--- src/rtl/core/bbps_pkg.sv ---
// Package for the buzzer beep pattern sequencer: pattern codes, control state
// type and the per-pattern timing tables. No dependencies.
package bbps_pkg;

  // Default width of the on and off phase timers.
  localparam int unsigned TimerWidthDef = 16;

  // Pattern codes held in the pattern register.
  localparam logic [3:0] PAT_IDLE  = 4'd0;
  localparam logic [3:0] PAT_REP_A = 4'd1;
  localparam logic [3:0] PAT_REP_B = 4'd2;
  localparam logic [3:0] PAT_REP_C = 4'd3;
  localparam logic [3:0] PAT_SGL_A = 4'd4;
  localparam logic [3:0] PAT_SGL_B = 4'd5;
  localparam logic [3:0] PAT_SGL_C = 4'd6;
  localparam logic [3:0] PAT_SGL_D = 4'd7;

  // Narrow control state of the sequencer.
  typedef struct packed {
    logic [3:0] pattern;
    logic       running;
    logic       sounding;
    logic [2:0] beeps_left;
    logic       pin;
  } ctrl_t;

  // Timing of one repeated-beep pattern.
  typedef struct packed {
    logic [2:0] count;
    logic [2:0] len;
    logic [2:0] reload;
  } rep_cfg_t;

  // Beep count, initial phase length and phase reload for repeated beeps.
  function automatic rep_cfg_t rep_cfg(input logic [3:0] code);
    rep_cfg_t cfg;
    case (code)
      PAT_REP_A: cfg = '{count: 3'd5, len: 3'd2, reload: 3'd2};
      PAT_REP_B: cfg = '{count: 3'd3, len: 3'd5, reload: 3'd5};
      PAT_REP_C: cfg = '{count: 3'd5, len: 3'd2, reload: 3'd1};
      default:   cfg = '0;
    endcase
    return cfg;
  endfunction

  // Length in ticks of a single-beep pattern.
  function automatic logic [8:0] single_len(input logic [3:0] code);
    logic [8:0] len;
    case (code)
      PAT_SGL_A: len = 9'd200;
      PAT_SGL_B: len = 9'd10;
      PAT_SGL_C: len = 9'd5;
      PAT_SGL_D: len = 9'd300;
      default:   len = '0;
    endcase
    return len;
  endfunction

endpackage

--- src/rtl/core/bbps_step.sv ---
// Next-state logic of the buzzer beep pattern sequencer for one transaction.
// Depends on bbps_pkg.
module bbps_step #(
  parameter int unsigned TimerWidth = bbps_pkg::TimerWidthDef
) (
  input  logic                  command_i,
  input  logic [3:0]            pattern_i,
  input  bbps_pkg::ctrl_t       ctrl_i,
  input  logic [TimerWidth-1:0] on_timer_i,
  input  logic [TimerWidth-1:0] off_timer_i,
  output bbps_pkg::ctrl_t       ctrl_o,
  output logic [TimerWidth-1:0] on_timer_o,
  output logic [TimerWidth-1:0] off_timer_o
);
  import bbps_pkg::*;

  logic [TimerWidth-1:0] on_dec;
  logic [TimerWidth-1:0] off_dec;
  rep_cfg_t              rep;

  // Both timers wrap when decremented from zero.
  assign on_dec  = on_timer_i - TimerWidth'(1);
  assign off_dec = off_timer_i - TimerWidth'(1);
  assign rep     = rep_cfg(ctrl_i.pattern);

  always_comb begin
    ctrl_o      = ctrl_i;
    on_timer_o  = on_timer_i;
    off_timer_o = off_timer_i;
    if (command_i) begin
      // Pattern write: no tick.
      ctrl_o.pattern = pattern_i;
    end else begin
      case (ctrl_i.pattern)
        PAT_IDLE: begin
          ctrl_o      = '0;
          on_timer_o  = '0;
          off_timer_o = '0;
        end
        PAT_REP_A, PAT_REP_B, PAT_REP_C: begin
          if (!ctrl_i.running) begin
            // First tick only loads the pattern timing.
            ctrl_o.beeps_left = rep.count;
            on_timer_o        = TimerWidth'(rep.len);
            off_timer_o       = TimerWidth'(rep.len);
            ctrl_o.running    = 1'b1;
          end else if (ctrl_i.beeps_left == 3'd0) begin
            ctrl_o      = '0;
            on_timer_o  = '0;
            off_timer_o = '0;
          end else if (ctrl_i.sounding) begin
            // On phase: the count drops when it ends.
            if (on_dec != '0) begin
              on_timer_o = on_dec;
              ctrl_o.pin = 1'b1;
            end else begin
              ctrl_o.sounding   = 1'b0;
              on_timer_o        = TimerWidth'(rep.reload);
              ctrl_o.beeps_left = ctrl_i.beeps_left - 3'd1;
            end
          end else begin
            // Off phase.
            if (off_dec != '0) begin
              off_timer_o = off_dec;
              ctrl_o.pin  = 1'b0;
            end else begin
              ctrl_o.sounding = 1'b1;
              off_timer_o     = TimerWidth'(rep.reload);
            end
          end
        end
        PAT_SGL_A, PAT_SGL_B, PAT_SGL_C, PAT_SGL_D: begin
          if (!ctrl_i.running) begin
            on_timer_o     = TimerWidth'(single_len(ctrl_i.pattern));
            ctrl_o.pin     = 1'b1;
            ctrl_o.running = 1'b1;
          end else if (on_dec == '0) begin
            ctrl_o      = '0;
            on_timer_o  = '0;
            off_timer_o = '0;
          end else begin
            on_timer_o = on_dec;
            ctrl_o.pin = 1'b1;
          end
        end
        default: begin
          // Undefined codes silence the pin and drop the pattern only.
          ctrl_o.pin     = 1'b0;
          ctrl_o.pattern = PAT_IDLE;
        end
      endcase
    end
  end

endmodule

--- src/rtl/core/buzzer_beep_pattern_sequencer_unit.sv ---
// Top level of the buzzer beep pattern sequencer: state registers and the
// valid/ready handshakes. Depends on bbps_pkg and bbps_step.
//
// Each input transaction is either a pattern write or one timer tick, and
// produces exactly one result: the buzzer drive, the busy flag and the pattern
// register as they stand after that transaction. A transaction is accepted in
// every cycle in which the previous result has been taken or is taken in the
// same cycle; its result is presented in the cycle after acceptance. This
// follows from the state registers, which are updated from the current state
// by one pass of next-state logic and also serve as the output register.
// After reset the buzzer is silent and the pattern register reads idle.
module buzzer_beep_pattern_sequencer_unit #(
  parameter int unsigned TimerWidth = bbps_pkg::TimerWidthDef
) (
  input  logic       clk_i,
  input  logic       rst_ni,
  input  logic       in_valid_i,
  output logic       in_ready_o,
  input  logic       command_i,
  input  logic [3:0] pattern_i,
  output logic       out_valid_o,
  input  logic       out_ready_i,
  output logic       sound_o,
  output logic       busy_res_o,
  output logic [3:0] active_pattern_o
);
  import bbps_pkg::*;

  ctrl_t                 ctrl_q, ctrl_d;
  logic [TimerWidth-1:0] on_timer_q, on_timer_d;
  logic [TimerWidth-1:0] off_timer_q, off_timer_d;
  logic                  out_valid_q;
  logic                  accept;

  // A new transaction enters when the result slot is free or draining.
  assign in_ready_o = !out_valid_q || out_ready_i;
  assign accept     = in_valid_i && in_ready_o;

  bbps_step #(
    .TimerWidth(TimerWidth)
  ) u_step (
    .command_i  (command_i),
    .pattern_i  (pattern_i),
    .ctrl_i     (ctrl_q),
    .on_timer_i (on_timer_q),
    .off_timer_i(off_timer_q),
    .ctrl_o     (ctrl_d),
    .on_timer_o (on_timer_d),
    .off_timer_o(off_timer_d)
  );

  // State advances only on an accepted transaction.
  always_ff @(posedge clk_i or negedge rst_ni) begin
    if (!rst_ni) begin
      ctrl_q      <= '0;
      on_timer_q  <= '0;
      off_timer_q <= '0;
      out_valid_q <= 1'b0;
    end else begin
      if (accept) begin
        ctrl_q      <= ctrl_d;
        on_timer_q  <= on_timer_d;
        off_timer_q <= off_timer_d;
      end
      if (accept) begin
        out_valid_q <= 1'b1;
      end else if (out_ready_i) begin
        out_valid_q <= 1'b0;
      end
    end
  end

  // The state after the last transaction is the result.
  assign out_valid_o      = out_valid_q;
  assign sound_o          = ctrl_q.pin;
  assign busy_res_o       = ctrl_q.running;
  assign active_pattern_o = ctrl_q.pattern;

endmodule

--- config.mk ---
export PLATFORM = sky130hd
export DESIGN_NAME = buzzer_beep_pattern_sequencer_unit
export DESIGN_NICKNAME = d
export VERILOG_FILES = /design/src/rtl/core/bbps_pkg.sv /design/src/rtl/core/bbps_step.sv /design/src/rtl/core/buzzer_beep_pattern_sequencer_unit.sv
export SDC_FILE = /design/constraint.sdc
export NUM_CORES = 1
export LEC_CHECK = 0
export BUFFER_PORTS_ARGS = -buffer_cell sky130_fd_sc_hd__buf_2
export CELL_PAD_IN_SITES_DETAIL_PLACEMENT = 1
export CELL_PAD_IN_SITES_GLOBAL_PLACEMENT = 2
export CORE_MARGIN = 4
export CORE_UTILIZATION = 41
export DETAILED_ROUTE_END_ITERATION = 10
export PLACE_DENSITY = 0.95
export REMOVE_ABC_BUFFERS = 1
export SLEW_MARGIN = 20
export SYNTH_ARGS = -nofsm -noshare
export SYNTH_HDL_FRONTEND = slang
export SYNTH_SLANG_ARGS = --single-unit
--- constraint.sdc ---
create_clock -name clk_i -period 5.6 [get_ports clk_i]
set_input_delay 1.68 -clock clk_i [delete_from_list [all_inputs] [get_ports clk_i]]
set_output_delay 1.68 -clock clk_i [all_outputs]
set_load 0.01 [all_outputs]
After elaboration in Yosys (flattened, before gate mapping)
Index checks and enable logic that the tools add are counted.
{ "word_totals": {"reg_bits": 43, "input_bits": 9, "out_inout_bits": 8, "word_cells": 92} }
{ "classes": {"addsub": 3, "eq_ne": 19, "n_mux": 42, "bitwise": 1, "n_reduce_logical": 19} }
{ "op_table": {"columns": ["operator", "count"], "rows": [
  ["$mux 16", 12],
  ["$pmux 16 s3", 2],
  ["$pmux 9 s4", 1],
  ["$reduce_bool 16->1", 2],
  ["$sub 16x1->16 const B", 2],
  ["$pmux 9 s3", 1],
  ["$mux 4", 5],
  ["$eq 4x3->1 const B", 4],
  ["$logic_not 16->1", 1],
  ["$pmux 5 s3", 1],
  ["$mux 1", 13],
  ["$ne 4x3->1 const B", 3],
  ["$reduce_and 6->1", 2],
  ["$mux 5", 2],
  ["$reduce_and 5->1", 2],
  ["$mux 9", 1],
  ["$eq 4x2->1 const B", 2],
  ["$ne 4x2->1 const B", 2],
  ["$pmux 4 s2", 1],
  ["$reduce_and 7->1", 1],
  ["$mux 3", 2],
  ["$ne 3x2->1 const B", 2],
  ["$ne 3x3->1 const B", 2],
  ["$eq 4x1->1 const B", 1],
  ["other kinds (16)", 17]
]} }

Logic depth before layout (Yosys ltp)
{ "depth": {"word_depth": 7, "mapped_depth": 12, "ltp_nobuf": 9} }

By module
Synthesis repeated with hierarchy kept, for this count alone.
{ "unflattened": {"hier_cells": 440, "hier_area_um2": 3876.2} }
{ "by_module_without_submodules": {"columns": ["mod", "instances", "cells_each", "area_per_inst_um2", "seq_area_each_um2"], "rows": [
  ["bbps_step", 1, 344, 2070.7, 0.0],
  ["buzzer_beep_pattern_sequencer_unit", 1, 96, 1805.5, 1076.0]
]} }

Worst setup path after synthesis
No wires, ideal clock.
{ "synth_path": {"path_kind": "input-to-output", "startpoint": "input port out_ready_i", "endpoint": "output port in_ready_o", "arrival_time_ns": 1.996, "required_time_ns": 3.920, "path_slack_ns": 1.924, "stages": 2, "n_path_buf": 1, "path_cell_list": "nand2b_1 clkbuf_1"} }
{ "synth_via": {"elab_chain_cells": 1} }
{ "synth_lines": {"columns": ["item", "line", "source"], "rows": [
  ["from (decl)", "buzzer_beep_pattern_sequencer_unit.sv:22", "input logic out_ready_i,"],
  ["$logic_or 1x1->1", "buzzer_beep_pattern_sequencer_unit.sv:36", "assign in_ready_o = !out_valid_q || out_ready_i;"],
  ["to (decl)", "buzzer_beep_pattern_sequencer_unit.sv:18", "output logic in_ready_o,"]
]} }
No other way between the ends.

Final worst setup path
Ends and elaborated chain as after synthesis.

==> flow_summary.yaml <==
outcome:
  run_status: "finished, final reports clean"
cells_and_area:
  final_core_util_pct: 45.4
  instances_no_fill: 510
  drive_above_1_share_pct: 13.5
  antenna-diode-count: 0
  regArea_um2: 1080
  areaGrowthSynthToFinish_pct: 5.81
  finalNetCount: 423
  fillers: 947
  multiInputGateArea_um2: 2070
clock_tree:
  worst_skew_pair.late_latency_ns: 0.31
  clock_tree.root_cell: "sky130_fd_sc_hd__clkbuf_8"
  post_cts.resized_instances: 0
  tritoncts: "built"
  htree_levels: 2
  worst_case_clock_buffer_depth: 2
  cts_inserted_buffers: 5
  number_of_buffers_inserted_by_hold_repair_at_cts: 0
  sink_count_of_the_clock_tree: 43
  cts_setup_buffers: 0
  clkTransAtPathRegs_ns: 0.09
worst_setup_path:
  start_kind: "input port"
  cp_data_arrival_time_ns: 2.18
  crit_path_end_kind: "output port"
  worst-endpoint-required_ns: 3.92
  worstSetupPathType: "input port to output port"
  crit_path_max_fanout: 7
yosys:
  syn-instance-count: 407
  synth_cell_types: 70
  synth_async_sr_flop_share_pct: 100
  synth.yosys.seq_area_share_pct: 31.8
  synth_area_leader_cell: "sky130_fd_sc_hd__dfrtp_1"
  mappedNetlistArea_um2: 3380
  yosys.area.top_type_share_pct: 31.8
  syn_area_per_cell_um2: 8.31
  synth_top_cells_by_area: "sky130_fd_sc_hd__dfrtp_1, sky130_fd_sc_hd__nand2_1, sky130_fd_sc_hd__o21ai_0, sky130_fd_sc_hd__nor2_1, sky130_fd_sc_hd__nand3_1"
  synth-main-ff-cell: "sky130_fd_sc_hd__dfrtp_1"
  post-synth-top-count-cell: "sky130_fd_sc_hd__dfrtp_1"
  synth.ff_latch_count: 43
  synth_top_cells_by_count: "sky130_fd_sc_hd__dfrtp_1, sky130_fd_sc_hd__nand2_1, sky130_fd_sc_hd__nor2_1"
  ys_warn_count: 0
  synth_enable_flop_cells: 0
global_route:
  grtUsageTotal_pct: 21.4
  global_route_wire_length_before_repair_um: 17200
  grt_overflow: 0
  antenna_found_initial: 0
  first_global_vias: 3393
  grt_start_max_net_pins: 44
place:
  number_of_buffers_inserted_by_port_buffering: 16
  routabilityCongestion: 0.884
  place_hpwl_um: 7320
  post-place-cells: 502
pwr:
  power.static_leakage_nw: 1.39
  power_per_cell_area_nw_per_um2: 623
  report.power.total_mw: 2.23
  ir_worst_vdd_uv: 248
job:
  timing.max_cap.violations: 0
timing:
  tightestPinTransition_ns: 0.819
  final.setup.tns_ns: 0
  worst_hold_slack_ns: 0.497
  finalCritPeriodShare_pct: 68.9
  timing.slew.headroom_pct: 45.2
  report.final.setup_viol: 0
  grt_setup_unrepaired: "false"
  fmax_ghz: 0.259
  finClkSkew_ns: 0.0131
  timing.final.max_slew_violations: 0
  finalWorstPathRequiredPeriod_ns: 3.86
  number_of_hold_slack_violations_in_the_final_timing_report: 0
floorplanning:
  fp-row-count: 32
  die-area_um2: 9770
  dieWidth_um: 98.8
  initial_utilization_pct: 42.9
  chipHeight_um: 98.8
  io-pin-count: 17
  placeableCoreArea_um2: 7890
route:
  drtIter0Drc: 233
  postRouteAntennaNets: 0
  drtPass1Iterations: 4
  detail_route.wl_per_cell_um: 20.2
  drt-vias-per-instance: 6.36
  drc: 0
  drt-total-wl_um: 10300
  detailroute.via_count: 3242
worst_hold_path:
  worstHoldPathType: "flop to flop"
## critical path, stage by stage
cell                       delay, ns
sky130_fd_sc_hd__buf_2          0.09
sky130_fd_sc_hd__nand2b_1       0.22
sky130_fd_sc_hd__buf_2          0.18
## layout by cell type (no fill, tap or decap), drive strengths merged, types with 4 or more instances in the layout
| cell type | n |
|---|---|
| or3 | 6 |
| o31ai | 10 |
| o211ai | 6 |
| nand3 | 20 |
| nor2 | 37 |
| ha | 6 |
| o2bb2ai | 4 |
| inv | 19 |
| nor3b | 4 |
| nand4 | 12 |
| xnor2 | 4 |
| clkbuf | 5 |
| a211oi | 9 |
| a21oi | 16 |
| dfrtp | 43 |
| o41ai | 4 |
| o21ai | 28 |
| o22ai | 8 |
| nand2 | 40 |
| and2 | 6 |
| nor4 | 10 |
| a311oi | 5 |
| nor3 | 14 |
| nand2b | 6 |
| buf | 22 |
| a31oi | 9 |
## per-layer routing
layer | wire length, um | track usage [%]
met1 | 4780 | 29.3
met2 | 5060 | 35.8
met5 | 0 | 0
met3 | 353 | 3.40
met4 | 88 | 4.52
## cell families (layout without fill, tap and decap cells)
| family | count (synthesis) | after routing | synth area share, % |
|---|---|---|---|
| adder cells (fa/ha/maj) | 6 | 6 | 2.22 |
| multiplexers | 4 | 4 | 1.29 |
| flip-flops | 43 | 43 | 31.8 |
| AO/OA/AOI/OAI | 127 | 127 | 27.7 |
| AND/OR/NAND/NOR | 173 | 173 | 28.1 |
| buffers and inverters | 47 | 48 | 6.99 |
| XOR/XNOR | 7 | 7 | 1.81 |
## registers in the layout (all words and copies together) (netlist names)
name              flops
off_timer_q          16
on_timer_q           16
active_pattern_o      4
ctrl_q                4
busy_res_o            1
out_valid_o           1
sound_o               1
## final timing paths
path                                startpoint  depth (start not counted)        endpoint  slack (ns)
worst min-delay path                 ctrl_q[2]                          1       ctrl_q[2]        0.50
worst max-delay path               out_ready_i                          3      in_ready_o        1.74
max in group asynchronous               rst_ni                          1       ctrl_q[3]        3.81
worst min register to register       ctrl_q[2]                          1       ctrl_q[2]        0.50
min in group asynchronous               rst_ni                          1  on_timer_q[15]        1.36
worst max register to register  off_timer_q[1]                          9  off_timer_q[2]        2.15
## layout make-up
cell class | instances | area share (%)
clock buffer | 5 | 1.92
multi-input combinational | 317 | 57.8
sequential | 43 | 30.1
tap | 102 | 3.57
clock inverter | 2 | 1.05
inverter | 19 | 1.99
timing repair buffer | 22 | 3.57
## through the flow
| stage | setup WS, ns | cell area (um2) |
|---|---|---|
| 5_1_grt | 1.71 | 3580 |
| 6_report | 1.74 | 3580 |
| 2_1_floorplan | 1.24 | 3220 |
| 3_3_place_gp | 1.77 | 3460 |
| 4_1_cts | 1.74 | 3570 |
| 3_5_place_dp | 1.58 | 3460 |
## where the power goes
| part | switching (mW) | internal [mW] |
|---|---|---|
| sequential | 0.201 | 0.405 |
| clock | 0.118 | 0.131 |
| combinational | 0.879 | 0.496 |
(Power assumes the default switching activity.)
